===== src/rtl/dxt_block_decoder_unit_defines.svh =====
// assertion macros used by the block decoder top module
`ifndef DXT_BLOCK_DECODER_UNIT_DEFINES_SVH
`define DXT_BLOCK_DECODER_UNIT_DEFINES_SVH

// same-cycle implication, checked out of reset
`define DXTBD_ASSERT(label, ante, cons, msg) \
    label: assert property (@(posedge clk) disable iff (!rst_n) (ante) |-> (cons)) \
        else $error(msg);

// next-cycle implication, checked out of reset
`define DXTBD_ASSERT_NEXT(label, ante, cons, msg) \
    label: assert property (@(posedge clk) disable iff (!rst_n) (ante) |=> (cons)) \
        else $error(msg);

`endif


===== src/rtl/dxtbd_pkg.sv =====
// types, constants and helper functions for the block decoder
package dxtbd_pkg;

    // default image limits
    localparam int MAX_W_DEF = 4096;
    localparam int MAX_H_DEF = 4096;

    // register port
    localparam int ADDR_W = 4;
    localparam int DATA_W = 32;
    localparam int DIM_W  = 13;

    // fixed field widths
    localparam int PIXEL_W = 12;
    localparam int CMP_W   = 14;

    // register indexes
    typedef enum logic [1:0] {
        REG_MODE   = 2'd0,
        REG_WIDTH  = 2'd1,
        REG_HEIGHT = 2'd2
    } reg_idx_t;

    // configuration seen by the datapath
    typedef struct packed {
        logic             dxt3;
        logic [DIM_W-1:0] width;
        logic [DIM_W-1:0] height;
    } cfg_t;

    // one 8-bit color
    typedef struct packed {
        logic [7:0] r;
        logic [7:0] g;
        logic [7:0] b;
    } rgb_t;

    // floor(255*v/31): 8v plus a step count for floor(7v/31)
    function automatic logic [7:0] expand5(input logic [4:0] v);
        logic [7:0] base;
        base = {v, 3'b000};
        return base + 8'(v >= 5'd5) + 8'(v >= 5'd9) + 8'(v >= 5'd14)
            + 8'(v >= 5'd18) + 8'(v >= 5'd23) + 8'(v >= 5'd27) + 8'(v >= 5'd31);
    endfunction

    // floor(255*v/63): 4v plus floor(v/21)
    function automatic logic [7:0] expand6(input logic [5:0] v);
        logic [7:0] base;
        base = {v, 2'b00};
        return base + 8'(v >= 6'd21) + 8'(v >= 6'd42) + 8'(v >= 6'd63);
    endfunction

    // rgb565 endpoint to 8 bits per channel
    function automatic rgb_t expand565(input logic [15:0] c);
        rgb_t e;
        e.r = expand5(c[15:11]);
        e.g = expand6(c[10:5]);
        e.b = expand5(c[4:0]);
        return e;
    endfunction

    // floor(x/3) for x up to 765 by reciprocal multiply
    function automatic logic [7:0] div3(input logic [9:0] x);
        logic [20:0] p;
        p = 21'(x) * 21'd683;
        return p[18:11];
    endfunction

endpackage


===== src/rtl/dxtbd_regs.sv =====
// apb-style configuration registers of the block decoder
module dxtbd_regs
    import dxtbd_pkg::*;
(
    input  logic              clk,
    input  logic              rst_n,
    input  logic              psel,
    input  logic              penable,
    input  logic              pwrite,
    input  logic [ADDR_W-1:0] paddr,
    input  logic [DATA_W-1:0] pwdata,
    output logic [DATA_W-1:0] prdata,
    output logic              pready,
    output cfg_t              cfg
);

    cfg_t     cfg_reg;
    cfg_t     cfg_next;
    reg_idx_t idx;
    logic     wr_en;

    assign idx    = reg_idx_t'(paddr[3:2]);
    assign wr_en  = psel && penable && pwrite;
    assign pready = 1'b1;

    // register write decode
    always_comb
    begin
        cfg_next = cfg_reg;
        if (wr_en)
        begin
            case (idx)
                REG_MODE:   cfg_next.dxt3   = pwdata[0];
                REG_WIDTH:  cfg_next.width  = pwdata[DIM_W-1:0];
                REG_HEIGHT: cfg_next.height = pwdata[DIM_W-1:0];
                default:    cfg_next = cfg_reg;
            endcase
        end
    end

    always_ff @(posedge clk or negedge rst_n)
    begin
        if (!rst_n)
        begin
            cfg_reg.dxt3   <= 1'b0;
            cfg_reg.width  <= DIM_W'(4);
            cfg_reg.height <= DIM_W'(4);
        end
        else
        begin
            cfg_reg <= cfg_next;
        end
    end

    // read mux
    always_comb
    begin
        case (idx)
            REG_MODE:   prdata = DATA_W'(cfg_reg.dxt3);
            REG_WIDTH:  prdata = DATA_W'(cfg_reg.width);
            REG_HEIGHT: prdata = DATA_W'(cfg_reg.height);
            default:    prdata = '0;
        endcase
    end

    assign cfg = cfg_reg;

endmodule


===== src/rtl/dxtbd_palette.sv =====
// four-entry palette from two expanded endpoints
module dxtbd_palette
    import dxtbd_pkg::*;
(
    input  rgb_t ep_a,
    input  rgb_t ep_b,
    input  logic four_color,
    output rgb_t pal [4]
);

    logic [23:0] a_flat;
    logic [23:0] b_flat;
    logic [23:0] t1_flat;
    logic [23:0] t2_flat;
    logic [23:0] mid_flat;

    assign a_flat = ep_a;
    assign b_flat = ep_b;

    // per channel thirds and midpoint
    always_comb
    begin
        logic [9:0] s1;
        logic [9:0] s2;
        logic [8:0] sm;
        for (int k = 0; k < 3; k++)
        begin
            s1 = {1'b0, a_flat[8*k +: 8], 1'b0} + 10'(b_flat[8*k +: 8]);
            s2 = 10'(a_flat[8*k +: 8]) + {1'b0, b_flat[8*k +: 8], 1'b0};
            sm = 9'(a_flat[8*k +: 8]) + 9'(b_flat[8*k +: 8]);
            t1_flat[8*k +: 8]  = div3(s1);
            t2_flat[8*k +: 8]  = div3(s2);
            mid_flat[8*k +: 8] = sm[8:1];
        end
    end

    // thirds for four-color blocks, else midpoint and black
    assign pal[0] = ep_a;
    assign pal[1] = ep_b;
    assign pal[2] = four_color ? rgb_t'(t1_flat) : rgb_t'(mid_flat);
    assign pal[3] = four_color ? rgb_t'(t2_flat) : rgb_t'('0);

endmodule


===== src/rtl/dxt_block_decoder_unit.sv =====
// s3tc dxt1/dxt3 block decoder: one block in, sixteen rgba pixels out
//
//   channel   handshake              payload
//   cfg       psel/penable/pwrite    paddr, pwdata -> prdata (pready tied high)
//   blk       blk_valid/blk_stall    color_a, color_b, index_word, alpha_word
//   pix       pix_valid/pix_stall    red, green, blue, alpha, pixel_x, pixel_y, last flags
//
// the pixel serializer sends one pixel per cycle while pix_stall is low.
// endpoints are expanded at the input register, the palette is built on the move
// into the serializer, so the next block waits in the input register meanwhile.
// a taken block passes the input register, the serializer and the output register before its first pixel leaves.
// reset clears the block position and all valid flags; registers reset to dxt1, 4x4.
// pix_stall holds the output register and, once the input register is full, the block side.
`include "dxt_block_decoder_unit_defines.svh"

module dxt_block_decoder_unit
    import dxtbd_pkg::*;
#(
    parameter int MAX_IMAGE_WIDTH  = MAX_W_DEF,
    parameter int MAX_IMAGE_HEIGHT = MAX_H_DEF
)
(
    input  logic               clk,
    input  logic               rst_n,
    // configuration
    input  logic               psel,
    input  logic               penable,
    input  logic               pwrite,
    input  logic [ADDR_W-1:0]  paddr,
    input  logic [DATA_W-1:0]  pwdata,
    output logic [DATA_W-1:0]  prdata,
    output logic               pready,
    // block items
    input  logic               blk_valid,
    output logic               blk_stall,
    input  logic [15:0]        color_a,
    input  logic [15:0]        color_b,
    input  logic [31:0]        index_word,
    input  logic [63:0]        alpha_word,
    // pixel items
    output logic               pix_valid,
    input  logic               pix_stall,
    output logic [7:0]         red,
    output logic [7:0]         green,
    output logic [7:0]         blue,
    output logic [7:0]         alpha,
    output logic [PIXEL_W-1:0] pixel_x,
    output logic [PIXEL_W-1:0] pixel_y,
    output logic               last_of_block,
    output logic               last_of_image
);

    localparam int BPR_MAX = (MAX_IMAGE_WIDTH / 4 < 1) ? 1 : MAX_IMAGE_WIDTH / 4;
    localparam int ROW_MAX = (MAX_IMAGE_HEIGHT / 4 < 1) ? 1 : MAX_IMAGE_HEIGHT / 4;
    localparam int COL_W   = (BPR_MAX > 1) ? $clog2(BPR_MAX) : 1;
    localparam int ROW_W   = (ROW_MAX > 1) ? $clog2(ROW_MAX) : 1;

    cfg_t cfg;

    dxtbd_regs u_regs (
        .clk     (clk),
        .rst_n   (rst_n),
        .psel    (psel),
        .penable (penable),
        .pwrite  (pwrite),
        .paddr   (paddr),
        .pwdata  (pwdata),
        .prdata  (prdata),
        .pready  (pready),
        .cfg     (cfg)
    );

    // handshake control
    logic blk_accept;
    logic hold_move;
    logic out_load;
    logic act_done;

    // block position
    logic [COL_W-1:0] col_reg;
    logic [COL_W-1:0] col_next;
    logic [ROW_W-1:0] row_reg;
    logic [ROW_W-1:0] row_next;
    logic [CMP_W-1:0] bpr;
    logic [CMP_W-1:0] rows;
    logic [CMP_W-1:0] bpr_raw;
    logic [CMP_W-1:0] rows_raw;
    logic             row_end;
    logic             img_end;

    // input register
    logic             hold_valid_reg;
    logic             hold_valid_next;
    rgb_t             hold_ea_reg;
    rgb_t             hold_eb_reg;
    logic             hold_four_reg;
    logic             hold_dxt3_reg;
    logic [31:0]      hold_idx_reg;
    logic [63:0]      hold_alp_reg;
    logic [COL_W-1:0] hold_col_reg;
    logic [ROW_W-1:0] hold_row_reg;
    logic             hold_end_reg;

    // serializer
    logic             act_valid_reg;
    logic             act_valid_next;
    logic [3:0]       pix_cnt_reg;
    logic [3:0]       pix_cnt_next;
    rgb_t             act_pal_reg [4];
    rgb_t             pal_new [4];
    logic             act_dxt3_reg;
    logic [31:0]      act_idx_reg;
    logic [63:0]      act_alp_reg;
    logic [COL_W-1:0] act_col_reg;
    logic [ROW_W-1:0] act_row_reg;
    logic             act_end_reg;

    // output register
    logic               pix_valid_reg;
    logic               pix_valid_next;
    rgb_t               rgb_reg;
    logic [7:0]         alpha_reg;
    logic [PIXEL_W-1:0] x_reg;
    logic [PIXEL_W-1:0] y_reg;
    logic               last_block_reg;
    logic               last_image_reg;

    assign out_load   = act_valid_reg && (!pix_valid_reg || !pix_stall);
    assign act_done   = out_load && (pix_cnt_reg == 4'd15);
    assign hold_move  = hold_valid_reg && (!act_valid_reg || act_done);
    assign blk_stall  = hold_valid_reg && !hold_move;
    assign blk_accept = blk_valid && !blk_stall;

    // blocks per row and block rows, saturated to the supported range
    assign bpr_raw  = CMP_W'(cfg.width[DIM_W-1:2]);
    assign rows_raw = CMP_W'(cfg.height[DIM_W-1:2]);

    always_comb
    begin
        if (bpr_raw == '0)
            bpr = CMP_W'(1);
        else if (bpr_raw > CMP_W'(BPR_MAX))
            bpr = CMP_W'(BPR_MAX);
        else
            bpr = bpr_raw;

        if (rows_raw == '0)
            rows = CMP_W'(1);
        else if (rows_raw > CMP_W'(ROW_MAX))
            rows = CMP_W'(ROW_MAX);
        else
            rows = rows_raw;
    end

    assign row_end = (CMP_W'(col_reg) + CMP_W'(1)) >= bpr;
    assign img_end = row_end && ((CMP_W'(row_reg) + CMP_W'(1)) >= rows);

    // raster advance per accepted block
    always_comb
    begin
        col_next = col_reg;
        row_next = row_reg;
        if (blk_accept)
        begin
            if (row_end)
            begin
                col_next = '0;
                row_next = img_end ? '0 : row_reg + ROW_W'(1);
            end
            else
            begin
                col_next = col_reg + COL_W'(1);
            end
        end
    end

    // valid flags and counter
    always_comb
    begin
        hold_valid_next = hold_valid_reg;
        if (blk_accept)
            hold_valid_next = 1'b1;
        else if (hold_move)
            hold_valid_next = 1'b0;

        act_valid_next = act_valid_reg;
        if (hold_move)
            act_valid_next = 1'b1;
        else if (act_done)
            act_valid_next = 1'b0;

        pix_cnt_next = pix_cnt_reg;
        if (hold_move)
            pix_cnt_next = '0;
        else if (out_load)
            pix_cnt_next = pix_cnt_reg + 4'd1;

        pix_valid_next = pix_valid_reg;
        if (out_load)
            pix_valid_next = 1'b1;
        else if (!pix_stall)
            pix_valid_next = 1'b0;
    end

    always_ff @(posedge clk or negedge rst_n)
    begin
        if (!rst_n)
        begin
            col_reg        <= '0;
            row_reg        <= '0;
            hold_valid_reg <= 1'b0;
            act_valid_reg  <= 1'b0;
            pix_cnt_reg    <= '0;
            pix_valid_reg  <= 1'b0;
        end
        else
        begin
            col_reg        <= col_next;
            row_reg        <= row_next;
            hold_valid_reg <= hold_valid_next;
            act_valid_reg  <= act_valid_next;
            pix_cnt_reg    <= pix_cnt_next;
            pix_valid_reg  <= pix_valid_next;
        end
    end

    // input register: expanded endpoints and block position
    always_ff @(posedge clk)
    begin
        if (blk_accept)
        begin
            hold_ea_reg   <= expand565(color_a);
            hold_eb_reg   <= expand565(color_b);
            hold_four_reg <= (color_a > color_b) || cfg.dxt3;
            hold_dxt3_reg <= cfg.dxt3;
            hold_idx_reg  <= index_word;
            hold_alp_reg  <= alpha_word;
            hold_col_reg  <= col_reg;
            hold_row_reg  <= row_reg;
            hold_end_reg  <= img_end;
        end
    end

    dxtbd_palette u_palette (
        .ep_a       (hold_ea_reg),
        .ep_b       (hold_eb_reg),
        .four_color (hold_four_reg),
        .pal        (pal_new)
    );

    // serializer load
    always_ff @(posedge clk)
    begin
        if (hold_move)
        begin
            for (int k = 0; k < 4; k++)
            begin
                act_pal_reg[k] <= pal_new[k];
            end
            act_dxt3_reg <= hold_dxt3_reg;
            act_idx_reg  <= hold_idx_reg;
            act_alp_reg  <= hold_alp_reg;
            act_col_reg  <= hold_col_reg;
            act_row_reg  <= hold_row_reg;
            act_end_reg  <= hold_end_reg;
        end
    end

    // per pixel selection
    logic [1:0]       sel;
    logic [3:0]       nib;
    logic [COL_W+1:0] x_full;
    logic [ROW_W+1:0] y_full;

    assign sel    = act_idx_reg[{pix_cnt_reg, 1'b0} +: 2];
    assign nib    = act_alp_reg[{pix_cnt_reg, 2'b00} +: 4];
    assign x_full = {act_col_reg, pix_cnt_reg[1:0]};
    assign y_full = {act_row_reg, pix_cnt_reg[3:2]};

    // output register
    always_ff @(posedge clk)
    begin
        if (out_load)
        begin
            rgb_reg        <= act_pal_reg[sel];
            alpha_reg      <= act_dxt3_reg ? {nib, nib} : 8'hFF;
            x_reg          <= PIXEL_W'(x_full);
            y_reg          <= PIXEL_W'(y_full);
            last_block_reg <= (pix_cnt_reg == 4'd15);
            last_image_reg <= (pix_cnt_reg == 4'd15) && act_end_reg;
        end
    end

    assign pix_valid     = pix_valid_reg;
    assign red           = rgb_reg.r;
    assign green         = rgb_reg.g;
    assign blue          = rgb_reg.b;
    assign alpha         = alpha_reg;
    assign pixel_x       = x_reg;
    assign pixel_y       = y_reg;
    assign last_of_block = last_block_reg;
    assign last_of_image = last_image_reg;

    // checks
    `DXTBD_ASSERT(a_cnt_parked, !act_valid_reg, pix_cnt_reg == 4'd0, "pixel count not parked")
    `DXTBD_ASSERT(a_last_corner, pix_valid_reg && last_block_reg, x_reg[1:0] == 2'b11 && y_reg[1:0] == 2'b11, "last pixel not at block corner")
    `DXTBD_ASSERT(a_image_in_block, pix_valid_reg && last_image_reg, last_block_reg, "image end off block end")
    `DXTBD_ASSERT_NEXT(a_load_start, hold_move, act_valid_reg && pix_cnt_reg == 4'd0, "serializer did not start")
    `DXTBD_ASSERT_NEXT(a_hold_filled, blk_accept, hold_valid_reg, "accepted item not held")

endmodule

===== config.mk =====
export PLATFORM = sky130hd
export DESIGN_NAME = dxt_block_decoder_unit
export DESIGN_NICKNAME = d
export VERILOG_FILES = /design/src/rtl/dxtbd_pkg.sv /design/src/rtl/dxtbd_regs.sv /design/src/rtl/dxtbd_palette.sv /design/src/rtl/dxt_block_decoder_unit.sv
export VERILOG_INCLUDE_DIRS = /design/src /design/src/rtl
export SDC_FILE = /design/constraint.sdc
export NUM_CORES = 1
export LEC_CHECK = 0
export CORE_MARGIN = 3
export CORE_UTILIZATION = 60
export CTS_CLUSTER_DIAMETER = 30
export DETAILED_ROUTE_END_ITERATION = 12
export DONT_BUFFER_PORTS = 1
export GPL_TIMING_DRIVEN = 0
export HOLD_SLACK_MARGIN = 0.05
export PLACE_DENSITY_LB_ADDON = 0.25
export SKIP_LAST_GASP = 1
export SYNTH_ARGS = -nofsm -noshare
export SYNTH_HDL_FRONTEND = slang
export SYNTH_SLANG_ARGS = --single-unit

===== constraint.sdc =====
create_clock -name clk -period 9.4 [get_ports clk]
set_input_delay 0.47 -clock clk [delete_from_list [all_inputs] [get_ports clk]]
set_output_delay 0.47 -clock clk [all_outputs]
set_load 0.1 [all_outputs]

# After elaboration in Yosys (flattened, before gate mapping)
# Memory sizes are Yosys's and may differ from the RTL's. A register that Yosys moved wholly into a read port is not among the register bits.
# Cells that the tools add are included.
[word_totals] regBits=373 mem_bits_rw=96 output_inout_bits=93 word_cells=179 mem_count=1
[classes] n_addsub=48 mul=6 order_cmp=39 n_eq_ne=4 shift=2 n_mux=19 reduce_logical=27
[memory_table] memory="act_pal_reg" depth=4 width=24 rd=1 rd_clocked_by_memory_dff=1 wr=4 line="dxt_block_decoder_unit.sv:109" source="rgb_t act_pal_reg [4];"
[ops] op="8-bit by 1-bit adder with 8-bit output" n=34
[ops] op="10-bit by 10-bit multiplier with 19-bit output, second input constant" n=6
[ops] op="5-bit greater-or-equal comparator, second input constant" n=16
[ops] op="64-bit by 7-bit indexed part select with 4-bit output" n=1
[ops] op="24-bit 2-to-1 mux" n=2
[ops] op="5-bit by 4-bit greater-or-equal comparator with 1-bit output, second input constant" n=8
[ops] op="13-bit case mux with 3 select lines" n=1
[ops] op="11-bit 2-to-1 mux" n=3
[ops] op="32-bit by 6-bit indexed part select with 2-bit output" n=1
[ops] op="8-bit by 9-bit adder with 10-bit output" n=3
[ops] op="9-bit by 8-bit adder with 10-bit output" n=3
[ops] op="11-bit by 14-bit greater-or-equal comparator with 1-bit output" n=2
[ops] op="14-bit logical NOT" n=2
[ops] op="8-bit by 8-bit adder with 9-bit output" n=3
[ops] op="6-bit greater-or-equal comparator, second input constant" n=4
[ops] op="10-bit by 1-bit adder with 11-bit output, second input constant" n=2
[ops] op="11-bit greater-than comparator, second input constant" n=2
[ops] op="10-bit by 1-bit adder with 10-bit output, second input constant" n=2
[ops] op="5-bit by 3-bit greater-or-equal comparator with 1-bit output, second input constant" n=4
[ops] op="10-bit 2-to-1 mux" n=2
[ops] op="16-bit greater-than comparator" n=1
[ops] op="14-bit 2-to-1 mux" n=1
[ops] op="6-bit by 5-bit greater-or-equal comparator with 1-bit output, second input constant" n=2
[ops] op="1-bit logical AND" n=9
[ops] op="other kinds (12)" n=31

# Longest topological paths before layout
[depth] depth_word=11 depth_mapped=27 ltp_nobuf=27

# Modules after synthesis
# Synthesis repeated with hierarchy kept, for this count alone.
[hier_totals] hier_cells=2545 hier_area_um2=32200.9
[by_module_without_submodules] module="dxt_block_decoder_unit" n_inst=1 cells_each=991 area_each_um2=17996.0
[by_module_without_submodules] module="dxtbd_palette" n_inst=1 cells_each=1453 area_each_um2=12842.3
[by_module_without_submodules] module="dxtbd_regs" n_inst=1 cells_each=101 area_each_um2=1362.6

# Worst setup path before layout
# Ideal clock, no wire load.
[synth_path] kind="register -> register" start="register pix_valid_reg, in the netlist pix_valid" end="register act_alp_reg[0], enable pin" setup_ns=0.659 t_arrival_ns=7.101 required_time_ns=8.741 slack_ns=1.640 path_stages_with_launch=6 path_buffers=1 synth_period_minus_slack_ns=7.760 path_cell_list="dfrtp_1 > nand2_1 > nand2_1 > nand2_1 > and2_1 > clkbuf_1"
[synth_between] elab_chain_cells=6
[synth_rtl] element="start: declaration" line="dxt_block_decoder_unit.sv:119" source="logic pix_valid_reg;"
[synth_rtl] element="start signal: assignment" line="dxt_block_decoder_unit.sv:223" source="pix_valid_reg <= pix_valid_next;"
[synth_rtl] element="1-bit logical NOT" line="dxt_block_decoder_unit.sv:128" source="assign out_load = act_valid_reg && (!pix_valid_reg || !pix_stall);"
[synth_rtl] element="1-bit logical OR" line="dxt_block_decoder_unit.sv:128"
[synth_rtl] element="1-bit logical AND" line="dxt_block_decoder_unit.sv:128"
[synth_rtl] element="1-bit logical AND" line="dxt_block_decoder_unit.sv:129" source="assign act_done = out_load && (pix_cnt_reg == 4'd15);"
[synth_rtl] element="1-bit logical OR" line="dxt_block_decoder_unit.sv:130" source="assign hold_move = hold_valid_reg && (!act_valid_reg || act_done);"
[synth_rtl] element="1-bit logical AND" line="dxt_block_decoder_unit.sv:130"
[synth_rtl] element="end signal: assignment" line="dxt_block_decoder_unit.sv:262" source="act_alp_reg <= hold_alp_reg;"
[synth_rtl] element="end: declaration" line="dxt_block_decoder_unit.sv:113" source="logic [63:0] act_alp_reg;"
# No other way between the ends.
# A chain may end at the register's enable or synchronous reset.

==> results.yml <==
yosys:
  synth_seq_cells: 489
  synth_cell_types: 72
  ys.flop_type: "edfxtp_1"
  ys_warn_count: 0
  synth_cells: 2443
  syn_area_um2: 31580
  avgSynthCellArea_um2: 12.93
  ys_top_cells_by_area: "edfxtp_1, ha_1, fa_1"
  synth_edf_count: 435
  seq_area_frac_synth: 0.4565
  yosysTopAreaCellShare: 0.4136
  synth_top_cell_by_area: "edfxtp_1"
  synthArstFlopShare: 0.1104
global_route:
  grt_max_degree: 70
  first_global_vias: 22010
  grt_overflow_total: 0
  grt_use_total: 0.2793
  grt_pass1_wl_mm: 121.8
  antenna_found_initial: 7
placed_design:
  dp_cells: 3147
  portBuffers: 0
  place_congestion: 0.8782
  place_hpwl_mm: 51.05
  place_ws_ps: 2035
  dpl_cell_area_um2: 32680
timing:
  hold_viol: 0
  fin_crit_sh: 0.7942
  finClkSkew_ps: 71.80
  final.min_clock_period_ps: 7466
  setup_ws_ps: 1934
  relSlewSlack: 0.2789
  fmaxAchievable_mhz: 133.9
  worst_pin_slew_ps: 1081
  tns_ps: 0
  rsz0062_at_grt: "false"
  fin_hold_ws_ps: 124.2
  slew_violations: 0
  setup_viol: 0
pwr:
  ir_drop_uv: 263.2
  power.density_nw_per_um2: 398.3
  leakagePower_nw: 16.19
  p_total_mw: 14.92
worst_setup_path:
  critPathMaxFanout: 6
  reg2reg_slack_ps: 1930
  slowest_stage: "xnor2_1"
  cp.required_ps: 9750
  cp-start-kind: "flip-flop"
  crit_chain: "ha_1 -> a21o_1 -> a21oi_1 -> nor2b_1 -> o21a_1 -> o41a_1 -> xnor2_1 -> inv_1 -> ha_1 -> ha_1 -> fa_1 -> fa_1 -> inv_1 -> fa_1 -> inv_1 -> ha_1 -> a211oi_1 -> nand2_1 -> a221oi_1 -> a21oi_1 -> o22ai_1 -> nor4b_1 -> or4_1"
  slowest_delay_ps: 560
  crit_start: "hold_ea_reg[9]"
  r2r_start: "hold_ea_reg[9]"
  cp_common_cell: "ha_1"
  crit_path_end_kind: "flip-flop"
  cp.arrival_ps: 7820
  path_class: "flip-flop to flip-flop"
floorplan:
  die-height_um: 235.4
  start_util: 0.6106
  row_count: 83
  fp.dieW_um: 235.4
  core_um2: 51720
  ios: 264
  dieArea_um2: 55420
clocking:
  insertion_delay_ps: 660
  clockRootBuffer: "clkbuf_16"
  cts_buffers: 94
  tritoncts: "built"
  cts-resized-gates: 0
  cts_sinks: 489
  h-tree-depth: 3
  cts.clk_slew.worst_paths_ps: 50
  clockBufferDepth: 3
routing:
  first_iter_violations: 1658
  vias_per_cell: 5.949
  ant_nets: 0
  wl_per_cell_um: 22.16
  wirelength_mm: 77.04
  drc: 0
  vias: 20680
  first_pass_iters: 6
layout:
  layout.nets: 3473
  final_common_cell: "ha_1"
  final_area_um2: 37470
  fillCellCount: 3289
  area_growth_pct: 18.65
  final_cell_mix: "ha_1, edfxtp_1, inv_1"
  fin_cells: 3476
  final_core_util: 0.7245
  largest_register_ffs: 96
  layout-drive-gt1-share: 0.1062
status:
  status: "complete, no violations"
run:
  drv_cap: 0
hold_path:
  hold_start: "paddr[2]"
  hp-class: "primary input to flip-flop"
==> worst max-delay path, delay by kind of cell (launching register included) <==
kind	cells	cell delay, ps
adders and majority gates	7	2880
AOI/OAI and AO/OA	8	2110
and+or+nand+nor	4	820
xor gates and xnor gates	1	560
DFF	1	530
buffers and inverters	3	250
==> cells in the mapped netlist (all sizes together), types with 4 or more instances <==
master	n
o21bai	5
a221oi	4
a21oi	82
a31o	5
nor2	82
nand3	28
edfxtp	435
a211oi	18
nor2b	18
nand2	125
xor2	44
xnor2	92
and3	18
a21o	43
or2	4
and2	15
nor3b	5
inv	319
o22ai	6
mux2i	8
nand2b	32
ha	448
o21ai	91
buf	36
nor4	5
mux2	25
o211ai	7
or3	5
a21boi	9
clkbuf	21
o21a	16
a31oi	9
fa	146
nor3	28
nand4	28
a211o	6
dfrtp	52
o31ai	12
a22o	12
mux4	54
==> timing repair <==
action	CTS	global route
setup buffers	0	0
hold endpoints to repair	211	0
hold buffers	145	0
==> final cells by class <==
cell class | count | area [um2] | area share
inverters | 319 | 1197 | 0.03196
clock inverters | 80 | 919.6 | 0.02454
diodes | 8 | 20.02 | 0.0005343
clock buffers | 96 | 2381 | 0.06355
repair buffers | 151 | 1634 | 0.04361
multi-input cells | 1596 | 15680 | 0.4185
plain buffers | 57 | 369.1 | 0.009851
well taps | 680 | 850.8 | 0.02271
flip-flops and latches | 489 | 14420 | 0.3848
==> layer usage <==
metal | vias to the layer above | share of wire | GRT usage
met3 | 214 | 0.074 | 0.06385
met5 | - | 0 | 0
met1 | 10200 | 0.39 | 0.3486
met4 | 0 | 0.037 | 0.1008
met2 | 878 | 0.50 | 0.4797
li1 | 9388 | - | -
==> power breakdown <==
part | leakage (nW) | internal, mW | switching (mW)
combinational | 10.0 | 3.46 | 4.54
sequential | 4.63 | 2.82 | 0.670
clock | 1.55 | 2.15 | 1.29
total | 16.2 | 8.42 | 6.50
==> logic make-up after synthesis <==
family | synth area share
AOI/OAI and AO/OA | 0.07235
xor gates and xnor gates | 0.03772
adders and majority gates | 0.2701
buffers and inverters | 0.04925
DFF | 0.4565
muxes | 0.05103
other | 0.0002378
and+or+nand+nor | 0.06284
==> path summary, 6_finish.rpt <==
check / endpoint / cells past startpoint
hold reg to reg: pixel_y[9] / 0
setup reg to reg: act_pal_reg[2][13] / 23
min in group asynchronous: col_reg[5] / 2
setup / recovery: act_pal_reg[2][13] / 23
max in group asynchronous: u_regs.cfg[2] / 2
hold / removal: u_regs.cfg[26] / 2
(Power assumes the default switching activity.)
